[config.mk]
export PLATFORM = sky130hd
export DESIGN_NAME = array_list_insert_remove_core
export DESIGN_NICKNAME = d
export VERILOG_FILES = /design/src/ailr_pkg.sv /design/src/array_list_insert_remove_core.sv /design/src/ailr_mem.sv /design/src/ailr_seq.sv
export SDC_FILE = /design/constraint.sdc
export NUM_CORES = 2
export LEC_CHECK = 0
export ABC_AREA = 1
export BUFFER_PORTS_ARGS = -buffer_cell sky130_fd_sc_hd__buf_2
export CAP_MARGIN = 10
export CORE_UTILIZATION = 45
export DETAILED_ROUTE_END_ITERATION = 7
export PLACE_DENSITY = 0.68
export SETUP_SLACK_MARGIN = 0.05
export SLEW_MARGIN = 20
export SYNTH_ARGS = -nofsm -noshare
export SYNTH_HDL_FRONTEND = slang
export SYNTH_SLANG_ARGS = --single-unit
[constraint.sdc]
create_clock -name clock -period 5 [get_ports clock]
set_clock_uncertainty 0.15 [all_clocks]
set_input_delay 0.25 -clock clock [delete_from_list [all_inputs] [get_ports clock]]
set_output_delay 0.25 -clock clock [all_outputs]
set_load 0.02 [all_outputs]
[src/ailr_pkg.sv]
`timescale 1ns / 1ps

package ailr_pkg;

   // store size and derived widths
   localparam int DEPTH  = 64;
   localparam int ADDR_W = $clog2(DEPTH);
   localparam int CNT_W  = $clog2(DEPTH + 1);
   localparam int POS_W  = 7;
   localparam int WORD_W = 32;
   localparam logic [CNT_W-1:0] DEPTH_CNT = CNT_W'(DEPTH);

   typedef enum logic [2:0] {
      OP_PUSH_BACK  = 3'd0,
      OP_PUSH_FRONT = 3'd1,
      OP_POP_BACK   = 3'd2,
      OP_POP_FRONT  = 3'd3,
      OP_INSERT     = 3'd4
   } op_type;

   typedef enum logic [1:0] {
      STAT_DONE   = 2'd0,
      STAT_FULL   = 2'd1,
      STAT_EMPTY  = 2'd2,
      STAT_BADPOS = 2'd3
   } status_type;

   typedef enum logic [2:0] {
      S_IDLE,
      S_POP_RD,
      S_POP_CAP,
      S_SHIFT_RD,
      S_SHIFT_WR,
      S_PLACE,
      S_FINISH
   } state_type;

   typedef struct packed {
      logic [2:0]              op;
      logic [POS_W-1:0]        position;
      logic signed [WORD_W-1:0] value;
   } req_type;

   typedef struct packed {
      logic signed [WORD_W-1:0] popped_value;
      logic [1:0]              status;
      logic [CNT_W-1:0]        entry_count;
      logic                    is_empty;
   } rsp_type;

   // sequencer to store
   typedef struct packed {
      logic              we;
      logic [ADDR_W-1:0] waddr;
      logic [WORD_W-1:0] wdata;
      logic [ADDR_W-1:0] raddr;
   } mem_cmd_type;

endpackage

[src/array_list_insert_remove_core.sv]
`timescale 1ns / 1ps

// ordered list of signed 32-bit words in a 64-entry store with an entry count.
// a request is taken when start is high and busy is low; busy then stays high
// until the request is finished. each request gives exactly one response,
// shown on rsp_data for a single cycle with rsp_valid high; there is no way to
// stall it, so the receiver must take it in that cycle. the response strobe
// comes in the first cycle that busy is low, and a new request can be taken
// in that same cycle. a refused or unknown op goes straight to finish; push back
// places the value; pop back reads and captures the last entry; push front and
// insert move each entry from position on up one place, then place the value;
// pop front captures the first entry, then moves each later entry down one place.
// each entry moved is read in one state and written in the next through the
// shared index stepper, using the single store port pair. the store needs no
// clearing after reset; only values from written entries are ever used.

module array_list_insert_remove_core (
   input  logic              clock,
   input  logic              reset,
   input  logic              start,
   input  ailr_pkg::req_type req_data,
   output logic              busy,
   output logic              rsp_valid,
   output ailr_pkg::rsp_type rsp_data
);

   ailr_pkg::mem_cmd_type       mem_cmd;
   logic [ailr_pkg::WORD_W-1:0] rd_data;
   logic                        seq_done;
   ailr_pkg::rsp_type           seq_result;

   // response register
   logic              rsp_valid_ff, rsp_valid_in;
   ailr_pkg::rsp_type rsp_data_ff, rsp_data_in;

   // list store, one write and one registered read per cycle
   ailr_mem u_mem (
      .clock   (clock),
      .cmd     (mem_cmd),
      .rd_data (rd_data)
   );

   // sequencer: decodes the request and walks the entries to shift
   ailr_seq u_seq (
      .clock   (clock),
      .reset   (reset),
      .start   (start),
      .req     (req_data),
      .busy    (busy),
      .mem_cmd (mem_cmd),
      .rd_data (rd_data),
      .done    (seq_done),
      .result  (seq_result)
   );

   assign rsp_valid_in = seq_done;
   assign rsp_data_in  = seq_done ? seq_result : rsp_data_ff;

   always_ff @(posedge clock) begin
      if (reset) begin
         rsp_valid_ff <= 1'b0;
      end else begin
         rsp_valid_ff <= rsp_valid_in;
      end
      rsp_data_ff <= rsp_data_in;
   end

   assign rsp_valid = rsp_valid_ff;
   assign rsp_data  = rsp_data_ff;

endmodule

[src/ailr_mem.sv]
`timescale 1ns / 1ps

module ailr_mem (
   input  logic                       clock,
   input  ailr_pkg::mem_cmd_type      cmd,
   output logic [ailr_pkg::WORD_W-1:0] rd_data
);

   logic [ailr_pkg::WORD_W-1:0] store_ff [ailr_pkg::DEPTH];
   logic [ailr_pkg::WORD_W-1:0] rd_data_ff;

   always_ff @(posedge clock) begin
      if (cmd.we) begin
         store_ff[cmd.waddr] <= cmd.wdata;
      end
      rd_data_ff <= store_ff[cmd.raddr];
   end

   assign rd_data = rd_data_ff;

endmodule

[src/ailr_seq.sv]
`timescale 1ns / 1ps

module ailr_seq (
   input  logic                        clock,
   input  logic                        reset,
   input  logic                        start,
   input  ailr_pkg::req_type           req,
   output logic                        busy,
   output ailr_pkg::mem_cmd_type       mem_cmd,
   input  logic [ailr_pkg::WORD_W-1:0] rd_data,
   output logic                        done,
   output ailr_pkg::rsp_type           result
);

   localparam int CW = ailr_pkg::CNT_W;
   localparam int AW = ailr_pkg::ADDR_W;
   localparam int WW = ailr_pkg::WORD_W;

   ailr_pkg::state_type state_ff, state_in;

   logic [CW-1:0] count_ff, count_in;
   logic [CW-1:0] idx_ff, idx_in;
   logic [CW-1:0] lim_ff, lim_in;
   logic          dir_up_ff, dir_up_in;
   logic          front_ff, front_in;
   logic          inc_ff, inc_in;
   logic          dec_ff, dec_in;
   logic [WW-1:0] val_ff, val_in;
   logic [WW-1:0] popped_ff, popped_in;
   logic [1:0]    status_ff, status_in;

   logic          accept;
   logic          full;
   logic          empty;
   logic [CW-1:0] idx_step;
   logic [CW-1:0] count_nx;

   assign accept = start && (state_ff == ailr_pkg::S_IDLE);
   assign full   = (count_ff == ailr_pkg::DEPTH_CNT);
   assign empty  = (count_ff == '0);

   // shared index stepper: one position toward the front or the back
   assign idx_step = dir_up_ff ? (idx_ff + CW'(1)) : (idx_ff - CW'(1));

   assign count_nx = inc_ff ? (count_ff + CW'(1)) :
                     dec_ff ? (count_ff - CW'(1)) : count_ff;

   // next state
   always_comb begin
      state_in = state_ff;
      case (state_ff)
         ailr_pkg::S_IDLE: begin
            if (accept) begin
               case (req.op)
                  ailr_pkg::OP_PUSH_BACK: begin
                     state_in = full ? ailr_pkg::S_FINISH : ailr_pkg::S_PLACE;
                  end
                  ailr_pkg::OP_PUSH_FRONT: begin
                     if (full) begin
                        state_in = ailr_pkg::S_FINISH;
                     end else if (empty) begin
                        state_in = ailr_pkg::S_PLACE;
                     end else begin
                        state_in = ailr_pkg::S_SHIFT_RD;
                     end
                  end
                  ailr_pkg::OP_INSERT: begin
                     if (full || (req.position > count_ff)) begin
                        state_in = ailr_pkg::S_FINISH;
                     end else if (req.position == count_ff) begin
                        state_in = ailr_pkg::S_PLACE;
                     end else begin
                        state_in = ailr_pkg::S_SHIFT_RD;
                     end
                  end
                  ailr_pkg::OP_POP_BACK, ailr_pkg::OP_POP_FRONT: begin
                     state_in = empty ? ailr_pkg::S_FINISH : ailr_pkg::S_POP_RD;
                  end
                  default: begin
                     state_in = ailr_pkg::S_FINISH;
                  end
               endcase
            end
         end
         ailr_pkg::S_POP_RD: begin
            state_in = ailr_pkg::S_POP_CAP;
         end
         ailr_pkg::S_POP_CAP: begin
            if (front_ff && (lim_ff != '0)) begin
               state_in = ailr_pkg::S_SHIFT_RD;
            end else begin
               state_in = ailr_pkg::S_FINISH;
            end
         end
         ailr_pkg::S_SHIFT_RD: begin
            state_in = ailr_pkg::S_SHIFT_WR;
         end
         ailr_pkg::S_SHIFT_WR: begin
            if (idx_step == lim_ff) begin
               state_in = dir_up_ff ? ailr_pkg::S_FINISH : ailr_pkg::S_PLACE;
            end else begin
               state_in = ailr_pkg::S_SHIFT_RD;
            end
         end
         ailr_pkg::S_PLACE: begin
            state_in = ailr_pkg::S_FINISH;
         end
         ailr_pkg::S_FINISH: begin
            state_in = ailr_pkg::S_IDLE;
         end
         default: begin
            state_in = ailr_pkg::S_IDLE;
         end
      endcase
   end

   // outputs
   always_comb begin
      mem_cmd.we    = 1'b0;
      mem_cmd.waddr = idx_ff[AW-1:0];
      mem_cmd.wdata = rd_data;
      mem_cmd.raddr = idx_step[AW-1:0];
      done          = 1'b0;
      case (state_ff)
         ailr_pkg::S_POP_RD: begin
            mem_cmd.raddr = idx_ff[AW-1:0];
         end
         ailr_pkg::S_SHIFT_WR: begin
            mem_cmd.we = 1'b1;
         end
         ailr_pkg::S_PLACE: begin
            mem_cmd.we    = 1'b1;
            mem_cmd.wdata = val_ff;
         end
         ailr_pkg::S_FINISH: begin
            done = 1'b1;
         end
         default: begin
            mem_cmd.we = 1'b0;
         end
      endcase
   end

   assign busy                = (state_ff != ailr_pkg::S_IDLE);
   assign result.popped_value = popped_ff;
   assign result.status       = status_ff;
   assign result.entry_count  = count_nx;
   assign result.is_empty     = (count_nx == '0);

   // datapath registers
   always_comb begin
      count_in  = count_ff;
      idx_in    = idx_ff;
      lim_in    = lim_ff;
      dir_up_in = dir_up_ff;
      front_in  = front_ff;
      inc_in    = inc_ff;
      dec_in    = dec_ff;
      val_in    = val_ff;
      popped_in = popped_ff;
      status_in = status_ff;
      case (state_ff)
         ailr_pkg::S_IDLE: begin
            if (accept) begin
               val_in    = req.value;
               popped_in = '0;
               status_in = ailr_pkg::STAT_DONE;
               inc_in    = 1'b0;
               dec_in    = 1'b0;
               dir_up_in = 1'b0;
               front_in  = 1'b0;
               idx_in    = count_ff;
               lim_in    = count_ff;
               case (req.op)
                  ailr_pkg::OP_PUSH_BACK: begin
                     if (full) status_in = ailr_pkg::STAT_FULL;
                     else inc_in = 1'b1;
                  end
                  ailr_pkg::OP_PUSH_FRONT: begin
                     lim_in = '0;
                     if (full) status_in = ailr_pkg::STAT_FULL;
                     else inc_in = 1'b1;
                  end
                  ailr_pkg::OP_INSERT: begin
                     lim_in = CW'(req.position);
                     if (full) status_in = ailr_pkg::STAT_FULL;
                     else if (req.position > count_ff) status_in = ailr_pkg::STAT_BADPOS;
                     else inc_in = 1'b1;
                  end
                  ailr_pkg::OP_POP_BACK: begin
                     idx_in = count_ff - CW'(1);
                     if (empty) status_in = ailr_pkg::STAT_EMPTY;
                     else dec_in = 1'b1;
                  end
                  ailr_pkg::OP_POP_FRONT: begin
                     idx_in    = '0;
                     lim_in    = count_ff - CW'(1);
                     front_in  = 1'b1;
                     dir_up_in = 1'b1;
                     if (empty) status_in = ailr_pkg::STAT_EMPTY;
                     else dec_in = 1'b1;
                  end
                  default: begin
                     status_in = ailr_pkg::STAT_DONE;
                  end
               endcase
            end
         end
         ailr_pkg::S_POP_CAP: begin
            popped_in = rd_data;
         end
         ailr_pkg::S_SHIFT_WR: begin
            idx_in = idx_step;
         end
         ailr_pkg::S_FINISH: begin
            count_in = count_nx;
         end
         default: begin
            idx_in = idx_ff;
         end
      endcase
   end

   always_ff @(posedge clock) begin
      if (reset) begin
         state_ff <= ailr_pkg::S_IDLE;
         count_ff <= '0;
      end else begin
         state_ff <= state_in;
         count_ff <= count_in;
      end
      idx_ff    <= idx_in;
      lim_ff    <= lim_in;
      dir_up_ff <= dir_up_in;
      front_ff  <= front_in;
      inc_ff    <= inc_in;
      dec_ff    <= dec_in;
      val_ff    <= val_in;
      popped_ff <= popped_in;
      status_ff <= status_in;
   end

endmodule
## Yosys cells after proc, flatten, opt, wreduce, memory -nomap -nowiden

Memories as Yosys holds them, arrays and structs flattened. A register that Yosys moved wholly into a read port is not among the register bits.
Cells that the tools add are included.

- Output and inout port bits: 44
- Bits in registers: 136
- Memory bits (writable): 2048
- Memories: 1

Memories:

| memory | depth | bits a word | rd ports | clocked after memory_dff | write ports | line | RTL |
|---|---|---|---|---|---|---|---|
| u_mem.store_ff | 64 | 32 | 1 | 1 | 1 | ailr_mem.sv:9 | `logic [ailr_pkg::WORD_W-1:0] store_ff [ailr_pkg::DEPTH];` |

- Add/sub/neg operators: 4
- Multiplexer cells: 38
- Reduce and logical (&&, ||, !) cells: 17
- $lt $le $gt $ge: 1
- Eq/ne operators: 14

Operator list:

| cell | count |
|---|---|
| 32-bit two-way mux | 2 |
| 32-bit case mux with 2 select lines | 1 |
| 7-bit two-way mux | 4 |
| 7-bit case mux with 2 select lines | 2 |
| 3-bit two-way mux | 8 |
| 7-bit case mux with 3 select lines | 1 |
| 3-bit case mux with 6 select lines | 1 |
| 7-bit by 1-bit adder with 7-bit output, second input constant | 2 |
| 7-bit equality test | 2 |
| 7-bit zero test | 2 |
| 7-bit by 1-bit subtractor with 7-bit output, second input constant | 2 |
| 3-bit by 2-bit equality test with 1-bit output, second input constant | 4 |
| 3-bit equality test, second input constant | 4 |
| 3-bit case mux with 4 select lines | 1 |
| 1-bit two-way mux | 10 |
| 2-bit two-way mux | 5 |
| 7-bit equality test, second input constant | 1 |
| 7-bit greater-than comparator | 1 |
| 7-bit nonzero test | 1 |
| 3-bit by 1-bit equality test with 1-bit output, second input constant | 2 |
| 3-bit zero test | 2 |
| 6-bit two-way mux | 1 |
| 2-bit case mux with 3 select lines | 1 |
| 2-bit AND reduction | 3 |
| 7 further kinds | 11 |

## Depth between registers and ports, before layout

- Depth in word-level cells: 6
- Mapped depth: 18
- Depth with buffers taken out: 15

## Hierarchy

Synthesis repeated with hierarchy kept, for this count alone.

- Cell total of the unflattened synthesis: 7378
- Area, all modules: 89034.1 µm²

By module, submodules not included:

| module | instances | area an instance (µm²) | cells each |
|---|---|---|---|
| ailr_mem | 1 | 82738.1 | 6769 |
| ailr_seq | 1 | 5004.8 | 564 |
| array_list_insert_remove_core | 1 | 1291.2 | 45 |

## Worst setup path before layout

OpenSTA, ideal clock, no wires.

- Path kind: reg2reg
- From: register u_seq.state_ff[2]
- To: memory u_mem.store_ff[0][1] in the netlist's numbering (data pin)
- Slack: 1.201 ns
- Cell stages (with the launch flop): 7
- Arrival: 3.100 ns
- Buffers on the path: 2
- Period minus slack after synthesis: 3.799 ns
- Required time: 4.301 ns
- Cells stage by stage: dfxtp_1 > inv_1 > nor2_1 > nand2_1 > clkbuf_1 > clkbuf_1 > a21oi_1

RTL lines:

| item | line | RTL |
|---|---|---|
| from (decl) | ailr_seq.sv:19 | `ailr_pkg::state_type state_ff, state_in;` |
| from (signal assigned) | ailr_seq.sv:226 | `state_ff <= ailr_pkg::S_IDLE;` |
| from (signal assigned) | ailr_seq.sv:229 | `state_ff <= state_in;` |
| to (decl) | ailr_mem.sv:9 |  |

## Final worst setup path

- From: register u_seq.idx_ff[0]
- To: register u_mem.rd_data_ff, in the netlist u_mem.rd_data[25] (read register of u_mem.store_ff)

- Cells in the longest elaborated chain, start to end: 3

Ends and longest elaborated chain:

| item | line | RTL |
|---|---|---|
| from (decl) | ailr_seq.sv:22 | `logic [CW-1:0] idx_ff, idx_in;` |
| from (signal assigned) | ailr_seq.sv:232 | `idx_ff <= idx_in;` |
| 7-bit by 1-bit subtractor with 7-bit output / 7-bit by 1-bit adder with 7-bit output (equally long branches) | ailr_seq.sv:43 | `assign idx_step = dir_up_ff ? (idx_ff + CW'(1)) : (idx_ff - CW'(1));` |
| 7-bit two-way mux | ailr_seq.sv:43 |  |
| 6-bit two-way mux * | ailr_seq.sv:124 | `case (state_ff)` |
| to (decl) | ailr_mem.sv:10 | `logic [ailr_pkg::WORD_W-1:0] rd_data_ff;` |

Mark *: on every way between the ends. The rest lies on a longest branch, timed or not.
A chain may end at the register's enable or synchronous reset.

==> flow_metrics.tcl <==
set metrics [dict create \
    syn_area_um2 95400 \
    layout-drive-gt1-share_pct 8.49 \
    antenna_found_initial 8 \
    vias 67000 \
    dieHeight_um 463 \
    cts_tree "built" \
    synth-seq-area-share_pct 69.3 \
    yosys.cell_types.count 35 \
    required_ns 5.57 \
    critPathMaxFanout 58 \
    area_delta_synth_final_pct 14.3 \
    path_common_cell "nand3_1" \
    grt_overflow_total 0 \
    start_kind "flip-flop" \
    min_period_over_period_pct 81.9 \
    grt_setup_unrepaired "no" \
    pin_count 89 \
    clk_pin_slew_worst_paths_ns 0.06 \
    yosysWarnings 0 \
    synth_ff_type "edfxtp_1" \
    synth_area_leaders "edfxtp_1 (68%), nand3_1 (9.7%), nand2_1 (8.8%)" \
    grt_pass1_wl_um 407000 \
    synth_commonest_cells "nand2_1 (2,227), edfxtp_1 (2,173), nand3_1 (1,859)" \
    ys_seq_elements 2216 \
    die_x_um 463 \
    synth_cells 8881 \
    endpoint_kind "flip-flop" \
    start_util_pct 45.4 \
    insertion_delay_ns 0.89 \
    die_area_um2 214000 \
    cts_buffer_depth 3 \
    status "completed" \
    grt_pass1_vias 63500 \
    place.port_buffers 88 \
    viasPerCell 5.56 \
    wl_um 276000 \
    critPathBufInv 3 \
    layout_min_cycle_time_ns 4.09 \
    arrival_ns 4.67 \
    drt_pass1_iterations 6 \
    fin_nets 9117 \
    hp-class "in2reg" \
    ant_nets 0 \
    tightest_slew_ns 1.17 \
    tns_ns 0 \
    cts.sinks 2216 \
    rows 168 \
    crit_slowest_cell "edfxtp_1" \
    core_area_um2 210000 \
    synth_fp_nets 8941 \
    wire_per_inst_um 22.9 \
    synth_area_leader_cell "edfxtp_1" \
    slew_headroom_pct 22.1 \
    critPathKind "reg2reg" \
    cp_cell_sequence "clkinv_1 -> fa_1 -> xor2_1 -> nand2_1 -> o21ai_4 -> inv_8 -> buf_12 -> nand3_1 -> nand3_1 -> nand3_1 -> nand3_1 -> nand2_1" \
    drt_drc_violations_left 0 \
    maxCapViolCount 0 \
    synth_top_area_share_pct 68.4 \
    critPathTopFamily "buffers and inverters" \
    setup_viol 0 \
    dr.first_iter.drc_count 8809 \
    slew_viol_final 0 \
    grtUsageTotal_pct 25.2 \
    root_buffer "clkbuf_16" \
    synth_edf_count 2173 \
    rrSetupSlack_ns 0.91 \
    htreeDepth 4 \
    cts_resized 0 \
    grt_max_degree 132 \
    hpwl_um 153000 \
    crit_path_max_incr_delay_ns 0.58 \
    hold_violations 0 \
    yosysMostFrequentCell "nand2_1" \
    postSynthAreaPerCell_um2 10.7 \
    max_freq_mhz 244 \
    gp_congestion 0.901 \
    numCtsBuffers 219 \
    synth-async-reset-ratio_pct 0 \
]
## flip-flops by register name (all words and copies together) (netlist names)
signal,flops
u_mem.store_ff,2048
rsp_data,42
u_mem.rd_data,32
u_seq.popped_ff,32
u_seq.val_ff,32
u_seq.count_ff,7
u_seq.idx_ff,7
u_seq.lim_ff,7
u_seq.state_ff,3
u_seq.status_ff,2
rsp_valid,1
u_seq.dec_ff,1
u_seq.front_ff,1
u_seq.inc_ff,1
## path summary, 6_finish.rpt
| check | startpoint | to | cells after the start |
|---|---|---|---|
| max | u_seq.idx_ff[0] | u_mem.rd_data[25] | 12 |
| min | req_data[0] | u_seq.val_ff[0] | 2 |
| max reg2reg | u_seq.idx_ff[0] | u_mem.rd_data[25] | 12 |
| min reg2reg | u_seq.popped_ff[31] | rsp_data[41] | 0 |
## worst reg2reg max path: cells and delay by family, from the launching register on
kind,cells,cell delay (ns)
XOR/XNOR,1,0.20
flip-flops,1,0.58
buffers and inverters,3,1.14
adder cells (fa/ha/maj),1,0.56
AND/OR/NAND/NOR,6,1.18
AO/OA/AOI/OAI,1,0.14
## final cells by class
type	count	area, um2
fillers	17700	101000
flip-flops and latches	2216	66100
multi-input cells	4694	22400
clock buffers	292	5930
inverters	1476	5550
repair buffers	450	4240
well taps	2805	3510
clock inverters	115	1320
diodes	3	7.51
## layout by cell type (no fill, tap or decap), types with 6 or more instances in the layout
master	n
buf_2	88
ha_1	14
buf_16	11
o21ai_0	28
nand3_1	1859
nand4_1	21
inv_16	7
clkbuf_8	15
a21oi_1	22
xor2_1	9
dlygate4sd3_1	91
clkinv_2	35
buf_12	49
o221ai_1	6
edfxtp_1	2173
a21oi_4	32
buf_4	208
clkinv_1	40
nor2_4	66
clkbuf_16	220
nand3b_1	289
inv_1	1470
dfxtp_1	43
nor2_1	90
bufinv_16	23
nand2_1	2223
clkbuf_1	57
## cells by family after synthesis
group,after synthesis,share of synthesized area (%)
compound gates,108,0.632
buf+inv,1971,8.20
flops,2216,69.3
xor+xnor,11,0.101
fa+ha+maj,15,0.205
simple gates,4560,21.6
## metal layers
metal	wire length [um]	track usage, %
met1	108000	34.7
met2	128000	40.2
met3	29900	4.37
met4	9830	9.15
met5	13	0
## through the flow
step           setup slack [ns]  utilization, %  area [um2]  hold slack, ns  cells
2_1_floorplan              1.20               -       95400           0.199   8881
3_3_place_gp               1.08            47.9      101000           0.253  11500
3_5_place_dp               1.01            47.9      101000           0.255  11500
4_1_cts                   0.947            51.8      109000          0.0240  12000
5_1_grt                   0.711            51.9      109000          0.0590  12100
6_report                  0.906            51.9      109000          0.0564  12100
## repair_timing
action                                 CTS  global route
setup endpoints to repair                0             0
endpoints found under the hold margin   79             0
setup buffers                            0             0
hold buffers                            91             0
Power is left out: the tool's default activity adds up to more than one toggle a clock period on the data nets, which glitch-free logic cannot reach.
